`src/rtl/core/utf8_pkg.sv`:
```
// ----------------------------------------------------------------------------
// utf8_pkg
// Shared types and constants for the UTF-8 to UTF-16 decoder.
// ----------------------------------------------------------------------------
package utf8_pkg;

  // Byte classification masks and patterns.
  localparam logic [7:0] ContMask    = 8'hc0;
  localparam logic [7:0] ContPattern = 8'h80;
  localparam logic [7:0] ContPayload = 8'h3f;
  localparam logic [7:0] Lead2Mask   = 8'h1f;
  localparam logic [7:0] Lead3Mask   = 8'h0f;
  localparam logic [7:0] AsciiMask   = 8'h7f;

  // Largest count in count-only mode.
  localparam logic [15:0] CountMax = 16'hffff;

  // Output queue depth and its pointer and fill-count widths.
  localparam int unsigned FifoDepth = 4;
  localparam int unsigned PtrW      = $clog2(FifoDepth);
  localparam int unsigned CntW      = $clog2(FifoDepth + 1);

  // One result item.
  typedef struct packed {
    logic [15:0] code_unit;
    logic        is_end;
    logic [15:0] length;
  } unit_res_t;

  // Results caused by one accepted byte, in delivery order.
  typedef struct packed {
    logic [1:0] cnt;
    unit_res_t  first;
    unit_res_t  second;
  } push_t;

endpackage

```
`src/rtl/core/utf8_byte_if.sv`:
```
// ----------------------------------------------------------------------------
// utf8_byte_if
// Valid/ready channel that carries one UTF-8 text byte per item.
// ----------------------------------------------------------------------------
interface utf8_byte_if;
  logic       valid;
  logic       ready;
  logic [7:0] text_byte;

  modport source (output valid, output text_byte, input ready);
  modport sink   (input valid, input text_byte, output ready);
endinterface

```
`src/rtl/core/utf8_unit_if.sv`:
```
// ----------------------------------------------------------------------------
// utf8_unit_if
// Valid/ready channel that carries one decoded UTF-16 result per item.
// ----------------------------------------------------------------------------
interface utf8_unit_if;
  logic        valid;
  logic        ready;
  logic [15:0] code_unit;
  logic        is_end;
  logic [15:0] length;

  modport source (output valid, output code_unit, output is_end, output length,
                  input ready);
  modport sink   (input valid, input code_unit, input is_end, input length,
                  output ready);
endinterface

```
`src/rtl/core/utf8_dec_core.sv`:
```
// ----------------------------------------------------------------------------
// utf8_dec_core
// Per-string decode state and the results produced by each accepted byte.
// ----------------------------------------------------------------------------
module utf8_dec_core
  import utf8_pkg::*;
(
  input  logic        clk,
  input  logic        rst_n,
  input  logic        cfg_wr_en,
  input  logic [15:0] cfg_wr_data,
  input  logic        byte_acc,
  input  logic [7:0]  text_byte,
  output push_t       push
);

  logic [15:0] capacity_r;
  logic [15:0] pending_r, pending_nxt;
  logic [15:0] started_r, started_nxt;
  logic        skip_r, skip_nxt;
  logic        drop_r, drop_nxt;

  logic        is_cont;
  logic        is_zero;
  logic [15:0] lead_unit;
  logic [15:0] cap_m1;
  unit_res_t   pend_res;
  unit_res_t   term_res;

  assign is_cont = (text_byte & ContMask) == ContPattern;
  assign is_zero = text_byte == 8'h00;
  assign cap_m1  = capacity_r - 16'd1;

  // Payload bits of a lead byte.
  always_comb begin
    if (!text_byte[7]) begin
      lead_unit = {8'h00, text_byte & AsciiMask};
    end else if (text_byte[7:5] == 3'b110) begin
      lead_unit = {8'h00, text_byte & Lead2Mask};
    end else begin
      lead_unit = {8'h00, text_byte & Lead3Mask};
    end
  end

  assign pend_res = '{code_unit: pending_r, is_end: 1'b0, length: 16'd0};
  assign term_res = '{code_unit: 16'd0, is_end: 1'b1, length: started_r};

  // Next state and results for the byte being accepted.
  always_comb begin
    pending_nxt = pending_r;
    started_nxt = started_r;
    skip_nxt    = skip_r;
    drop_nxt    = drop_r;
    push        = '{cnt: 2'd0, first: pend_res, second: term_res};
    if (byte_acc) begin
      if (is_zero) begin
        // End of string: flush the open unit if one is kept, then the terminator.
        if (capacity_r != 16'd0 && !drop_r && started_r != 16'd0) begin
          push.cnt = 2'd2;
        end else begin
          push.cnt   = 2'd1;
          push.first = term_res;
        end
        pending_nxt = 16'd0;
        started_nxt = 16'd0;
        skip_nxt    = 1'b1;
        drop_nxt    = 1'b0;
      end else if (!(skip_r && is_cont)) begin
        skip_nxt = 1'b0;
        if (capacity_r == 16'd0) begin
          // Count-only mode.
          if (!is_cont && started_r != CountMax) begin
            started_nxt = started_r + 16'd1;
          end
        end else if (!drop_r) begin
          if (is_cont) begin
            pending_nxt = {pending_r[9:0], text_byte[5:0] & ContPayload[5:0]};
          end else begin
            // Lead byte closes the open unit, then starts one if it fits.
            if (started_r != 16'd0) begin
              push.cnt = 2'd1;
            end
            if (started_r >= cap_m1) begin
              drop_nxt = 1'b1;
            end else begin
              started_nxt = started_r + 16'd1;
              pending_nxt = lead_unit;
            end
          end
        end
      end
    end
  end

  // Capacity register.
  always_ff @(posedge clk) begin
    if (!rst_n) begin
      capacity_r <= 16'd0;
    end else if (cfg_wr_en) begin
      capacity_r <= cfg_wr_data;
    end
  end

  // String state registers.
  always_ff @(posedge clk) begin
    if (!rst_n) begin
      pending_r <= 16'd0;
      started_r <= 16'd0;
      skip_r    <= 1'b1;
      drop_r    <= 1'b0;
    end else begin
      pending_r <= pending_nxt;
      started_r <= started_nxt;
      skip_r    <= skip_nxt;
      drop_r    <= drop_nxt;
    end
  end

  // An end byte always returns the string state to its start.
  a_end_clears: assert property (@(posedge clk) disable iff (!rst_n)
    byte_acc && is_zero |=> skip_r && !drop_r && started_r == 16'd0)
    else $error("string state not cleared after end byte");

  // While dropping, the unit count holds.
  a_drop_holds: assert property (@(posedge clk) disable iff (!rst_n)
    drop_r && !(byte_acc && is_zero) && capacity_r != 16'd0 && !cfg_wr_en
      |=> $stable(started_r))
    else $error("unit count moved while dropping");

endmodule

```
`src/rtl/core/utf8_out_fifo.sv`:
```
// ----------------------------------------------------------------------------
// utf8_out_fifo
// Small result queue that takes up to two items a cycle and gives one while the reader is ready.
// ----------------------------------------------------------------------------
module utf8_out_fifo
  import utf8_pkg::*;
(
  input  logic      clk,
  input  logic      rst_n,
  input  push_t     push,
  output logic      has_room,
  output logic      out_valid,
  input  logic      out_ready,
  output unit_res_t out_res
);

  unit_res_t           mem_r [FifoDepth];
  logic [PtrW-1:0]     wr_ptr_r, rd_ptr_r;
  logic [CntW-1:0]     count_r, count_nxt;
  logic                pop;
  logic [PtrW-1:0]     wr_ptr_p1;

  assign out_valid = count_r != '0;
  assign out_res   = mem_r[rd_ptr_r];
  assign pop       = out_valid && out_ready;
  assign has_room  = count_r <= CntW'(FifoDepth - 2);
  assign wr_ptr_p1 = wr_ptr_r + PtrW'(1);
  assign count_nxt = count_r + CntW'(push.cnt) - CntW'(pop);

  // Storage writes.
  always_ff @(posedge clk) begin
    if (push.cnt != 2'd0) begin
      mem_r[wr_ptr_r] <= push.first;
    end
    if (push.cnt == 2'd2) begin
      mem_r[wr_ptr_p1] <= push.second;
    end
  end

  // Pointers and fill count.
  always_ff @(posedge clk) begin
    if (!rst_n) begin
      wr_ptr_r <= '0;
      rd_ptr_r <= '0;
      count_r  <= '0;
    end else begin
      wr_ptr_r <= wr_ptr_r + PtrW'(push.cnt);
      if (pop) begin
        rd_ptr_r <= rd_ptr_r + PtrW'(1);
      end
      count_r <= count_nxt;
    end
  end

  a_no_overfill: assert property (@(posedge clk) disable iff (!rst_n)
    count_r <= CntW'(FifoDepth))
    else $error("result queue overfilled");

  a_push_needs_room: assert property (@(posedge clk) disable iff (!rst_n)
    push.cnt != 2'd0 |-> has_room)
    else $error("results pushed without room");

  a_empty_after_reset: assert property (@(posedge clk)
    $past(!rst_n) && rst_n |-> count_r == '0)
    else $error("queue not empty after reset");

endmodule

```
`src/rtl/core/utf8_to_utf16_decoder_unit.sv`:
```
// A byte's results are registered into the output queue and offered from it in order.
// Throughput: one byte per cycle while the result queue has room; an end byte
// that closes an open unit gives two results, delivered in turn from the output queue.
// Accept rate is set by the room left in the four-entry result queue.
// Reset (synchronous, rst_n low): capacity 0, string state cleared, queue empty.
// ----------------------------------------------------------------------------
// utf8_to_utf16_decoder_unit
// Streams UTF-8 bytes in and gives UTF-16 units plus a length terminator.
// ----------------------------------------------------------------------------
module utf8_to_utf16_decoder_unit
  import utf8_pkg::*;
(
  input  logic        clk,
  input  logic        rst_n,
  input  logic        cfg_wr_en,
  input  logic [15:0] cfg_wr_data,
  utf8_byte_if.sink   in_chan,
  utf8_unit_if.source out_chan
);

  logic      byte_acc;
  logic      has_room;
  push_t     push;
  unit_res_t out_res;

  // Bytes are taken whenever the queue can hold the worst-case two results.
  assign in_chan.ready = has_room;
  assign byte_acc      = in_chan.valid && has_room;

  utf8_dec_core u_core (
    .clk         (clk),
    .rst_n       (rst_n),
    .cfg_wr_en   (cfg_wr_en),
    .cfg_wr_data (cfg_wr_data),
    .byte_acc    (byte_acc),
    .text_byte   (in_chan.text_byte),
    .push        (push)
  );

  utf8_out_fifo u_fifo (
    .clk       (clk),
    .rst_n     (rst_n),
    .push      (push),
    .has_room  (has_room),
    .out_valid (out_chan.valid),
    .out_ready (out_chan.ready),
    .out_res   (out_res)
  );

  assign out_chan.code_unit = out_res.code_unit;
  assign out_chan.is_end    = out_res.is_end;
  assign out_chan.length    = out_res.length;

endmodule
```
`src/flat_wrapper.sv`:
```
// flat-port wrapper written by rule: the top's interface ports become plain ports
module utf8_to_utf16_decoder_unit_flat import utf8_pkg::*;
  (clk, rst_n, cfg_wr_en, cfg_wr_data, in_chan_valid, in_chan_text_byte, in_chan_ready, out_chan_valid, out_chan_code_unit, out_chan_is_end, out_chan_length, out_chan_ready);
  utf8_byte_if in_chan_i ();
  utf8_unit_if out_chan_i ();
  input  logic clk;
  input  logic rst_n;
  input  logic cfg_wr_en;
  input  logic [15:0] cfg_wr_data;
  input wire logic [$bits(in_chan_i.valid)-1:0] in_chan_valid;
  input wire logic [$bits(in_chan_i.text_byte)-1:0] in_chan_text_byte;
  output wire logic [$bits(in_chan_i.ready)-1:0] in_chan_ready;
  output wire logic [$bits(out_chan_i.valid)-1:0] out_chan_valid;
  output wire logic [$bits(out_chan_i.code_unit)-1:0] out_chan_code_unit;
  output wire logic [$bits(out_chan_i.is_end)-1:0] out_chan_is_end;
  output wire logic [$bits(out_chan_i.length)-1:0] out_chan_length;
  input wire logic [$bits(out_chan_i.ready)-1:0] out_chan_ready;
  assign in_chan_i.valid = in_chan_valid;
  assign in_chan_i.text_byte = in_chan_text_byte;
  assign in_chan_ready = in_chan_i.ready;
  assign out_chan_valid = out_chan_i.valid;
  assign out_chan_code_unit = out_chan_i.code_unit;
  assign out_chan_is_end = out_chan_i.is_end;
  assign out_chan_length = out_chan_i.length;
  assign out_chan_i.ready = out_chan_ready;
  utf8_to_utf16_decoder_unit u_core (.clk(clk), .rst_n(rst_n), .cfg_wr_en(cfg_wr_en), .cfg_wr_data(cfg_wr_data), .in_chan(in_chan_i), .out_chan(out_chan_i));
endmodule
```
`config.mk`:
```
export PLATFORM = sky130hd
export DESIGN_NAME = utf8_to_utf16_decoder_unit_flat
export DESIGN_NICKNAME = d
export VERILOG_FILES = /design/src/rtl/core/utf8_pkg.sv /design/src/rtl/core/utf8_byte_if.sv /design/src/rtl/core/utf8_unit_if.sv /design/src/rtl/core/utf8_dec_core.sv /design/src/rtl/core/utf8_out_fifo.sv /design/src/rtl/core/utf8_to_utf16_decoder_unit.sv /design/src/flat_wrapper.sv
export SDC_FILE = /design/constraint.sdc
export NUM_CORES = 1
export LEC_CHECK = 0
export BUFFER_PORTS_ARGS = -buffer_cell sky130_fd_sc_hd__buf_2
export CAP_MARGIN = 20
export CORE_MARGIN = 4
export CORE_UTILIZATION = 53
export DETAILED_ROUTE_END_ITERATION = 16
export GPL_TIMING_DRIVEN = 0
export HOLD_SLACK_MARGIN = 0.12
export PLACE_DENSITY = 0.71
export SYNTH_ARGS = -nofsm -noshare
export SYNTH_HDL_FRONTEND = slang
export SYNTH_SLANG_ARGS = --single-unit
```
`constraint.sdc`:
```
create_clock -name clk -period 8.4 [get_ports clk]
set_input_delay 0.84 -clock clk [delete_from_list [all_inputs] [get_ports clk]]
set_output_delay 0.84 -clock clk [all_outputs]
set_load 0.03 [all_outputs]
```
Word-level counts from Yosys, hierarchy flattened:

Memories as Yosys holds them, arrays and structs flattened. A register that Yosys moved wholly into a read port is not among the register bits.
Cells that the tools add are included.

* flip-flop bits (word level): 57
* RAM bits: 132
* input port bits: 29
* output and inout port bits: 35
* logic and storage cells: 87
* memories: 1

* add/subtract/negate cells: 7
* magnitude comparators: 2
* equal/unequal tests: 12
* muxes and demuxes: 39
* reduce and logical (&&, ||, !) cells: 18

Memories
* u_core.u_fifo.mem_r: words 4, width 33, read ports 1, clocked after memory_dff 1, wr ports 2, line utf8_out_fifo.sv:17 `unit_res_t mem_r [FifoDepth];`

Operator list (number)
* $mux W16: 13
* $mux W33: 2
* $mux W35: 1
* $reduce_bool A16 Y1: 2
* $mux W1: 17
* $add A16 B1 Y16 const B: 1
* $ge A16 B16 Y1: 1
* $logic_not A16 Y1: 1
* $ne A16 B16 Y1 const B: 1
* $sub A16 B1 Y16 const B: 1
* $logic_not A8 Y1: 1
* $mux W2: 4
* $mux W7: 1
* $logic_and A1 B1 Y1: 6
* $ne A3 B1 Y1 const B: 2
* $ne A3 B3 Y1 const B: 2
* $reduce_and A6 Y1: 1
* $mux W5: 1
* $reduce_and A5 Y1: 1
* $add A2 B1 Y2 const B: 2
* $eq A2 B2 Y1 const B: 2
* $ne A2 B2 Y1 const B: 2
* $add A3 B2 Y3: 1
* $eq A3 B3 Y1 const B: 1
* other kinds (10): 11

Depth between registers and ports, before layout:

Gate-level depths: netlist of run 1.

* depth in word-level cells: 11
* mapped depth: 15
* depth with buffers taken out: 15

Modules after synthesis:

A second synthesis of run 1 with hierarchy kept.

* cell total of the unflattened synthesis: 816
* area total of the unflattened synthesis: 10646.5 sq um

By module, submodules not included
* utf8_out_fifo: instances 1, cells an instance 369, area each 6935.4 sq um
* utf8_dec_core: instances 1, cells an instance 446, area each 3704.8 sq um
* utf8_to_utf16_decoder_unit: instances 1, cells an instance 1, area each 6.3 sq um

Worst setup path before layout of run 1:

No wires, ideal clock.

* path type: input -> register
* start point: in in_chan_text_byte[4]
* end point: mem u_core.u_fifo.mem_r[3][0] in the netlist's numbering, enable pin
* library setup time: 0.411 ns
* arrival: 3.298 ns
* setup slack: 4.691 ns
* stages on the path: 5
* cells stage by stage: nor4_4 > nand4_4 > or4_1 > buf_4 > o21ai_0

RTL lines
* start, declared: line flat_wrapper.sv:11 `input wire logic [$bits(in_chan_i.text_byte)-1:0] in_chan_text_byte;`
* end, declared: line utf8_out_fifo.sv:17

Worst setup path after layout of run 1:

* start point: reg u_core.u_core.capacity_r[0]
* end point: reg u_core.u_core.started_r[8]

* word-level cells in the longest chain between the ends: 4
* elaborated cells on any way between the ends: 11

RTL lines
* start, declared: line utf8_dec_core.sv:17 `logic [15:0] capacity_r;`
* start signal, assigned: line utf8_dec_core.sv:100 `capacity_r <= cfg_wr_data;`
* $sub A16 B1 Y16 / $logic_not A16 Y1 (equally long branches): line utf8_dec_core.sv:32, utf8_dec_core.sv:70
* $ge A16 B16 Y1 / $mux W16 (equally long branches): line utf8_dec_core.sv:83, utf8_dec_core.sv:70
* $ne A3 B3 Y1 (no line) / $mux W16 (equally long branches)
* $reduce_and A6 Y1 (no line) / $mux W16 (equally long branches)
* end signal, assigned: line utf8_dec_core.sv:113 `started_r <= started_nxt;`
* end, declared: line utf8_dec_core.sv:19 `logic [15:0] started_r, started_nxt;`

Parallel ways exist; a longest one is shown, timed or not. The select of a mux whose other input is x is not followed.
A chain may end at the register's enable or synchronous reset.

==> results of run 1 <==
-- layer usage --
metal | global-route usage [%] | vias up
li1 | - | 3354
met1 | 35.08 | 3423
met3 | 4.220 | 40
met2 | 37.17 | 298
met5 | 0 | -
met4 | 6.374 | 0
-- registers in the layout, indices dropped and copies added, names as in the netlist, named ones only --
register                  cells
u_core.u_fifo.mem_r         132
u_core.u_fifo.count_r         3
u_core.u_core.pending_r      16
u_core.u_core.capacity_r     16
u_core.u_core.started_r      16
u_core.u_fifo.wr_ptr_r        2
u_core.u_fifo.rd_ptr_r        2
u_core.u_core.skip_r          1
u_core.u_core.drop_r          1
-- critical path, stage by stage (launching register included) --
cell	delay, ns
dfxtp_1	0.33
nor3_1	0.31
or3b_2	0.53
or3_1	0.39
nor4_1	0.25
xnor2_1	0.17
ha_1	0.26
and4_1	0.23
and2_1	0.16
o311ai_0	0.14
nand3_1	0.38
a211o_1	0.44
o32ai_1	0.36
-- power by group through the flow --
stage / clock network, uW / registers, uW / logic [uW]
6_report: 844 / 1040 / 543
5_1_grt: 891 / 1050 / 595
4_1_cts: 853 / 1040 / 548
3_5_place_dp: 0 / 1060 / 545
3_3_place_gp: 0 / 1060 / 541
2_1_floorplan: 0 / 1050 / 414
-- area by class of cell --
class | count | share of cell area, %
repair buffers | 64 | 3.260
well taps | 220 | 2.637
clock inverters | 12 | 1.258
clock buffers | 20 | 4.686
inverters | 13 | 0.4674
multi-input cells | 611 | 41.95
flip-flops and latches | 191 | 42.76
plain buffers | 59 | 2.984
-- worst paths after layout --
kind	start	end	slack, ns	depth (start not counted)
setup reg to reg	u_core.u_core.capacity_r[0]	u_core.u_core.started_r[8]	4.35	12
hold reg to reg	u_core.u_fifo.mem_r[1][16]	u_core.u_fifo.mem_r[1][16]	0.45	2
hold / removal	u_core.u_fifo.mem_r[1][16]	u_core.u_fifo.mem_r[1][16]	0.45	2
setup / recovery	u_core.u_core.capacity_r[0]	u_core.u_core.started_r[8]	4.35	12
-- cell families after synthesis --
| logic type | count (synthesis) | share of synthesized area (%) |
|---|---|---|
| DFF | 191 | 48.54 |
| xor gates and xnor gates | 19 | 1.810 |
| buffers and inverters | 72 | 3.918 |
| and+or+nand+nor | 359 | 20.12 |
| adders and majority gates | 24 | 3.347 |
| muxes | 67 | 11.78 |
| AOI/OAI and AO/OA | 142 | 10.48 |
-- cells in the final DEF (no fill, tap or decap), drive strengths merged, types with 15 or more instances in the layout --
cell,n
dfxtp,127
buf,99
nand2,130
a21oi,64
clkbuf,44
mux2i,34
o22ai,18
inv,22
edfxtp,64
mux4,33
o2bb2ai,15
ha,23
and2,26
nor2b,45
nor2,51
nand3,50
xnor2,15
-- through the flow --
step                utilization (%)  worst slack [ns]  cells  total power (uW)
floorplan                         -             4.691    874              1463
global placement              58.13             3.580   1155              1602
detailed placement            58.35             4.390   1157              1609
CTS                           62.04             4.364   1189              2444
global route                  62.07             4.045   1190              2535
finish                        62.07             4.351   1190              2432
==> summary.md, run 1 <==
| Metric | Value |
|---|---|
| Status | `finished clean` |
| Pins over their slew limit | `0` |
| Pin count of the biggest net entering global routing | `19` |
| Setup CP Type | `reg -> reg` |
| Reg power frac | `a little over two fifths` |
| Yosys reg bits | `191` |
| Startpoint Class | `flip-flop` |
| Syn Area/Cell | `approximately 11 sq um` |
| Internal | `1678 uW` |
| Top-area cell type share of the netlist area | `27.65%` |
| Skew-Pair Late Insertion Delay | `around 0.44 ns` |
| Net Count, Synth | `927` |
| Chip height | `139.7 microns` |
| Antenna Violating Nets Remaining | `0` |
| Clock Power Share | `34.7%` |
| Hold Path Class | `reg -> reg` |
| Post-synth cell types | `64` |
| Area of the multi-input gates | `4379 sq um` |
| Clock Pin Slew Worst Setup and Hold Paths | `0.07 ns` |
| Number of I/O port buffers | `61` |
| Logic pwr share | `22.3%` |
| Initial antenna violation count | `0` |
| Initial core utilization | `54.68%` |
| VDD IR max | `between 0.15 and 0.2 mV` |
| Synth area leaders | `dfxtp_1 28%, edfxtp_1 21%, mux4_2 8.1%` |
| DR iter-0 viols | `840` |
| I/O pin total | `64` |
| Ys async rst share | `0%` |
| Die W | `139.7 microns` |
| Sw Ratio | `31.02%` |
| Slew headroom | `33.08%` |
| Row cnt | `47` |
| CTS Buf Count | `17` |
| Required time of the critical path | `8.73 ns` |
| Fillcell total | `1402` |
| H-tree depth | `4` |
| Avg WL per Cell | `19.29 microns` |
| Highest Signal Layer | `met4` |
| Sinks on Clock Net | `around 190` |
| Vias post-DR | `7115` |
| Min cycle time layout | `4.049 ns` |
| Met1 wire length | `~10000 microns` |
| Area Growth Syn to Fin | `13.52%` |
| RSZ-0062 raised after global routing | `false` |
| Layout cell share with drive strength beyond 1 | `a little under a fifth` |
| DIE AREA | `19520 sq um` |
| Cell with the most instances after synthesis | `nand2_1` |
| Met2 WL post-DR | `10590 microns` |
| Cell taking the most area after synthesis | `dfxtp_1` |
| Grt ovf | `0` |
| Least-Margin Pin Slew | `~1.0 ns` |
| Power per standard cell area | `~230 nW/um^2` |
| DR WL met3 | `1790 microns` |
| DR vias/cell | `about 6` |
| GPL Wtd Cong | `0.8719` |
| CTS Root Cell | `clkbuf_16` |
| Critical path arrival | `4.37 ns` |
| Setup bufs post-CTS | `0` |
| Max cap viols | `0` |
| Register area share after synthesis | `48.54%` |
| Total negative slack | `0 ns` |
| Inserted Diodes | `0` |
| Post-CTS Hold Fix Bufs | `0` |
| Cells after synthesis | `approximately 870` |
| FF+latch area | `4464 sq um` |
| Syn. warnings | `0` |
| CTS tree | `done` |
| DRC Markers | `0` |
| Final HPWL DP | `15790 microns` |
| Nets | `1010` |
| Setup Skew | `approximately 0.0086 ns` |
| Post-synth EDFFs | `64` |
| Cell Area, Synth | `9196 sq um` |
| Core area | `16820 sq um` |
| Final setup vio count | `0` |
| Finished layout cell area | `10440 sq um` |
| CP max FO | `7` |
| Max Freq | `0.2470 GHz` |
| Fin crit share | `48.20%` |
| CTS resizes | `0` |
| GRT Util Overall | `~24%` |
| Vias in the first global route | `6793` |
| Psw | `754.4 uW` |
| CP endpoint kind | `flip-flop` |
| TritonRoute pass-1 iters | `6` |
| Drt total wl | `22960 microns` |
| Placed inst area | `about 10000 sq um` |
| Post-synth top flop | `dfxtp_1` |
| Min Hold Slack | `0.4455 ns` |
| Global-route wire length before repair | `37160 microns` |
| Max clock buf depth | `2` |
| P_leak | `0.003802 uW` |
| Post-synth top cells | `130 x nand2_1, 127 x dfxtp_1, 64 x edfxtp_1, 59 x a21oi_1, 50 x nand3_1` |
| Hold Vio Cnt, Final | `0` |
No activity file was read; power rests on OpenSTA's default activity.
==> run 2: changes to the inputs <==
--- a/config.mk
+++ b/config.mk
@@ -12,7 +12,7 @@
 export DETAILED_ROUTE_END_ITERATION = 16
 export GPL_TIMING_DRIVEN = 0
 export HOLD_SLACK_MARGIN = 0.12
-export PLACE_DENSITY = 0.71
+export PLACE_DENSITY = 0.74
 export SYNTH_ARGS = -nofsm -noshare
 export SYNTH_HDL_FRONTEND = slang
 export SYNTH_SLANG_ARGS = --single-unit
==> constraint.sdc (replaced) <==
create_clock -name clk -period 3.7 [get_ports clk]
set_input_delay 0.37 -clock clk [delete_from_list [all_inputs] [get_ports clk]]
set_output_delay 0.37 -clock clk [all_outputs]
set_load 0.03 [all_outputs]
==> run 2 against run 1 <==
Net effect: clock power is 120% higher; critical endpoint is now u_core.u_core.started_r[6]; highest routed layer unchanged; critical path type unchanged; design area increased by 1.4%; total power increased by 130%; hold slack lost 0.27 ns; global-route usage decreased by 0.91 points.
==> summary.md, run 2 (same netlist as run 1, synthesis figures left out) <==
| Metric | Value |
|---|---|
| Status | `finished clean (unchanged)` |
| R2r setup slk | `0.10 ns (was 4.35 ns)` |
| Row cnt | `47 (unchanged)` |
| CP peak stage delay | `0.51 ns (was 0.53 ns)` |
| Reg2Reg Capture Point | `u_core.u_core.started_r[6] (was u_core.u_core.started_r[8])` |
| Area of the multi-input gates | `4536 sq um (was 4379 sq um)` |
| Initial core utilization | `54.68% (unchanged)` |
| Max clock buf depth | `2 (unchanged)` |
| TritonRoute pass-1 iters | `5 (was 6)` |
| CTS tree | `done (unchanged)` |
| Internal | `3801 uW (was 1678 uW)` |
| Core area | `16820 sq um (unchanged)` |
| Clock Pin Slew Worst Setup and Hold Paths | `0.07 ns (about the same)` |
| DIE AREA | `19520 sq um (unchanged)` |
| Logic pwr share | `23.6% (was 22.3%)` |
| DRC Markers | `0 (unchanged)` |
| Number of I/O port buffers | `61 (unchanged)` |
| Sw Ratio | `31.04% (was 31.02%)` |
| Antenna Violating Nets Remaining | `0 (unchanged)` |
| Pin count of the biggest net entering global routing | `18 (was 19)` |
| GRT Util Overall | `23.09% (was 24.00%)` |
| Worst-case reg-to-reg path depth | `15 (was 12)` |
| Post-place setup slack | `-0.3233 ns (was 4.390 ns)` |
| CP Buf/Inv Count | `3 (was 0)` |
| Setup CP Type | `reg -> reg (unchanged)` |
| Top reg by flops | `u_core.u_fifo.mem_r (unchanged)` |
| Setup Skew | `0.008902 ns (was 0.008588 ns)` |
| Tot Pwr | `5512 uW (was 2432 uW)` |
| Nets | `1014 (was 1010)` |
| Slew headroom | `36.92% (was 33.08%)` |
| Clock Power Share | `33.3% (was 34.7%)` |
| I/O pin total | `64 (unchanged)` |
| Global-route wire length before repair | `36170 microns (was 37160 microns)` |
| Commonest non-fill, non-tap cell in the layout | `nand2_1 (unchanged)` |
| DR iter-0 viols | `713 (was 840)` |
| CTS Buf Count | `17 (unchanged)` |
| Skew-Pair Late Insertion Delay | `0.43 ns (was 0.44 ns)` |
| Final setup vio count | `0 (unchanged)` |
| Hold Vio Cnt, Final | `0 (unchanged)` |
| Commonest non-fill, non-tap cells in the layout | `130 x nand2_1, 127 x dfxtp_1, 71 x buf_2 (was 130 x nand2_1, 127 x dfxtp_1, 72 x buf_2)` |
| Chip height | `139.7 microns (unchanged)` |
| Fin crit share | `97.29% (was 48.20%)` |
| CP max stage cell | `or4b_4 (was or3b_2)` |
| P_leak | `0.003828 uW (was 0.003802 uW)` |
| Hold Path Cell Cnt | `3 (was 2)` |
| Area Growth Syn to Fin | `15.10% (was 13.52%)` |
| Initial antenna violation count | `0 (unchanged)` |
| DR vias/cell | `6.002 (was 5.979)` |
| Total negative slack | `0 ns (unchanged)` |
| Critical path arrival | `3.91 ns (was 4.37 ns)` |
| WHS Endpoint | `u_core.u_core.capacity_r[10] (was u_core.u_fifo.mem_r[1][16])` |
| Vias post-DR | `7166 (was 7115)` |
| CP max FO | `5 (was 7)` |
| CP endpoint kind | `flip-flop (unchanged)` |
| Layout cell share with drive strength beyond 1 | `20.64% (was 18.45%)` |
| Grt ovf | `0 (unchanged)` |
| Psw | `1711 uW (was 754.4 uW)` |
| Min cycle time layout | `3.600 ns (was 4.049 ns)` |
| Launch point of the worst path | `u_core.u_core.capacity_r[1] (was u_core.u_core.capacity_r[0])` |
| Max FFs per register | `132 (unchanged)` |
| R2R Path Start | `u_core.u_core.capacity_r[1] (was u_core.u_core.capacity_r[0])` |
| Inserted Diodes | `0 (unchanged)` |
| Pins over their slew limit | `0 (unchanged)` |
| Power per standard cell area | `520.7 nW/um^2 (was 233.0 nW/um^2)` |
| Least-Margin Pin Slew | `0.9460 ns (was 1.004 ns)` |
| CTS Root Cell | `clkbuf_16 (unchanged)` |
| Crit path max-delay family | `simple AND/OR/NAND/NOR gates (unchanged)` |
| Die W | `139.7 microns (unchanged)` |
| Startpoint Class | `flip-flop (unchanged)` |
| Reg power frac | `43.2% (was 43.0%)` |
| Vias in the first global route | `6841 (was 6793)` |
| Drt total wl | `22550 microns (was 22960 microns)` |
| Worst path cell trace | `inv_1, ha_4, or4b_4, or3_4, nor3_4, xnor2_1, ha_1, and4_1, and2_1, o311ai_1, nand3_1, buf_4, buf_4, a221oi_2, o22ai_1 (was nor3_1, or3b_2, or3_1, nor4_1, xnor2_1, ha_1, and4_1, and2_1, o311ai_0, nand3_1, a211o_1, o32ai_1)` |
| Required time of the critical path | `4.01 ns (was 8.73 ns)` |
| Hold Path Class | `in -> reg (was reg -> reg)` |
| CP most frequent cell | `buf_4` |
| Setup ws final | `0.1001 ns (was 4.351 ns)` |
| Avg WL per Cell | `18.88 microns (was 19.29 microns)` |
| Fillcell total | `1383 (was 1402)` |
| VDD IR max | `0.4009 mV (was 0.1617 mV)` |
| Sinks on Clock Net | `191 (unchanged)` |
| FF+latch area | `4464 sq um (unchanged)` |
| GPL Wtd Cong | `0.9052 (was 0.8719)` |
| H-tree depth | `4 (unchanged)` |
| Max cap viols | `0 (unchanged)` |
| Post-CTS Hold Fix Bufs | `0 (unchanged)` |
| Hold Crit Start | `cfg_wr_data[10] (was u_core.u_fifo.mem_r[1][16])` |
| Final HPWL DP | `15510 microns (was 15790 microns)` |
| Max Freq | `0.2778 GHz (was 0.2470 GHz)` |
## run 2: cell count changes in the layout (fill, tap and decap cells not counted), sizes merged
cell    delta
buf        +6
clkbuf     -4
clkinv     +4
inv        -3
bufinv     +1
## run 2: final cells by class
cell class	count	area share, %
plain buffers	58	2.931
clock buffers	18	4.054
clock inverters	14	1.478
inverters	13	0.4610
multi-input cells	611	42.85
flip-flops and latches	191	42.17
well taps	220	2.600
repair buffers	69	3.452
## run 2: worst max-delay path by stage
| stage | end | slack (ns) | cells past startpoint |
|---|---|---|---|
| final | u_core.u_core.started_r[6] | 0.10 | 15 |
| after global routing | u_core.u_core.started_r[7] | -0.05 | 14 |
| after CTS | u_core.u_core.started_r[8] | 0.003 | 13 |
| after detailed placement | u_core.u_core.started_r[12] | -0.32 | 13 |
| after global placement | u_core.u_fifo.mem_r[3][2] | -0.59 | 7 |
| after floorplan | u_core.u_core.started_r[5] | 0.23 | 13 |
## run 2: repair_timing
item | 4_1_cts | 5_1_grt
pin swaps | 2 | 9
endpoints found under the setup margin | 43 | 33
resized for setup | 13 | 23
setup buffers | 4 | 4
## run 2: power groups by stage
stage | Combinational (uW) | Clock [uW] | Sequential (uW)
CTS | 1270 | 1850 | 2370
floorplan | 941 | 0 | 2380
detailed placement | 1230 | 0 | 2420
global placement | 1220 | 0 | 2410
finish | 1300 | 1830 | 2380
global route | 1400 | 1960 | 2390
## run 2: routing by layer
metal / wire length [microns] / vias to the layer above / track usage, %
li1: - / 3354 / -
met1: 9894 / 3434 / 33.58
met2: 10310 / 335 / 35.00
met3: 1916 / 43 / 4.940
met4: 430 / 0 / 6.782
met5: 0 / - / 0
## run 2: worst register-to-register path, cell delays in order, from the launching register on
cell      delay [ns]
dfxtp_1         0.34
inv_1           0.10
ha_4            0.16
or4b_4          0.51
or3_4           0.40
nor3_4          0.14
xnor2_1         0.14
ha_1            0.25
and4_1          0.20
and2_1          0.16
o311ai_1        0.11
nand3_1         0.24
buf_4           0.20
buf_4           0.16
a221oi_2        0.26
o22ai_1         0.12
## run 2: stage by stage
stage / area, sq um / instances / utilization (%) / hold WS, ns
finish: 10590 / 1194 / 62.94 / 0.1772
global route: 10590 / 1194 / 62.94 / 0.1653
CTS: 10460 / 1190 / 62.19 / 0.1608
detailed placement: 9784 / 1155 / 58.18 / 0.4341
global placement: 9777 / 1155 / 58.13 / 0.4302
floorplan: 9196 / 874 / - / 0.4173
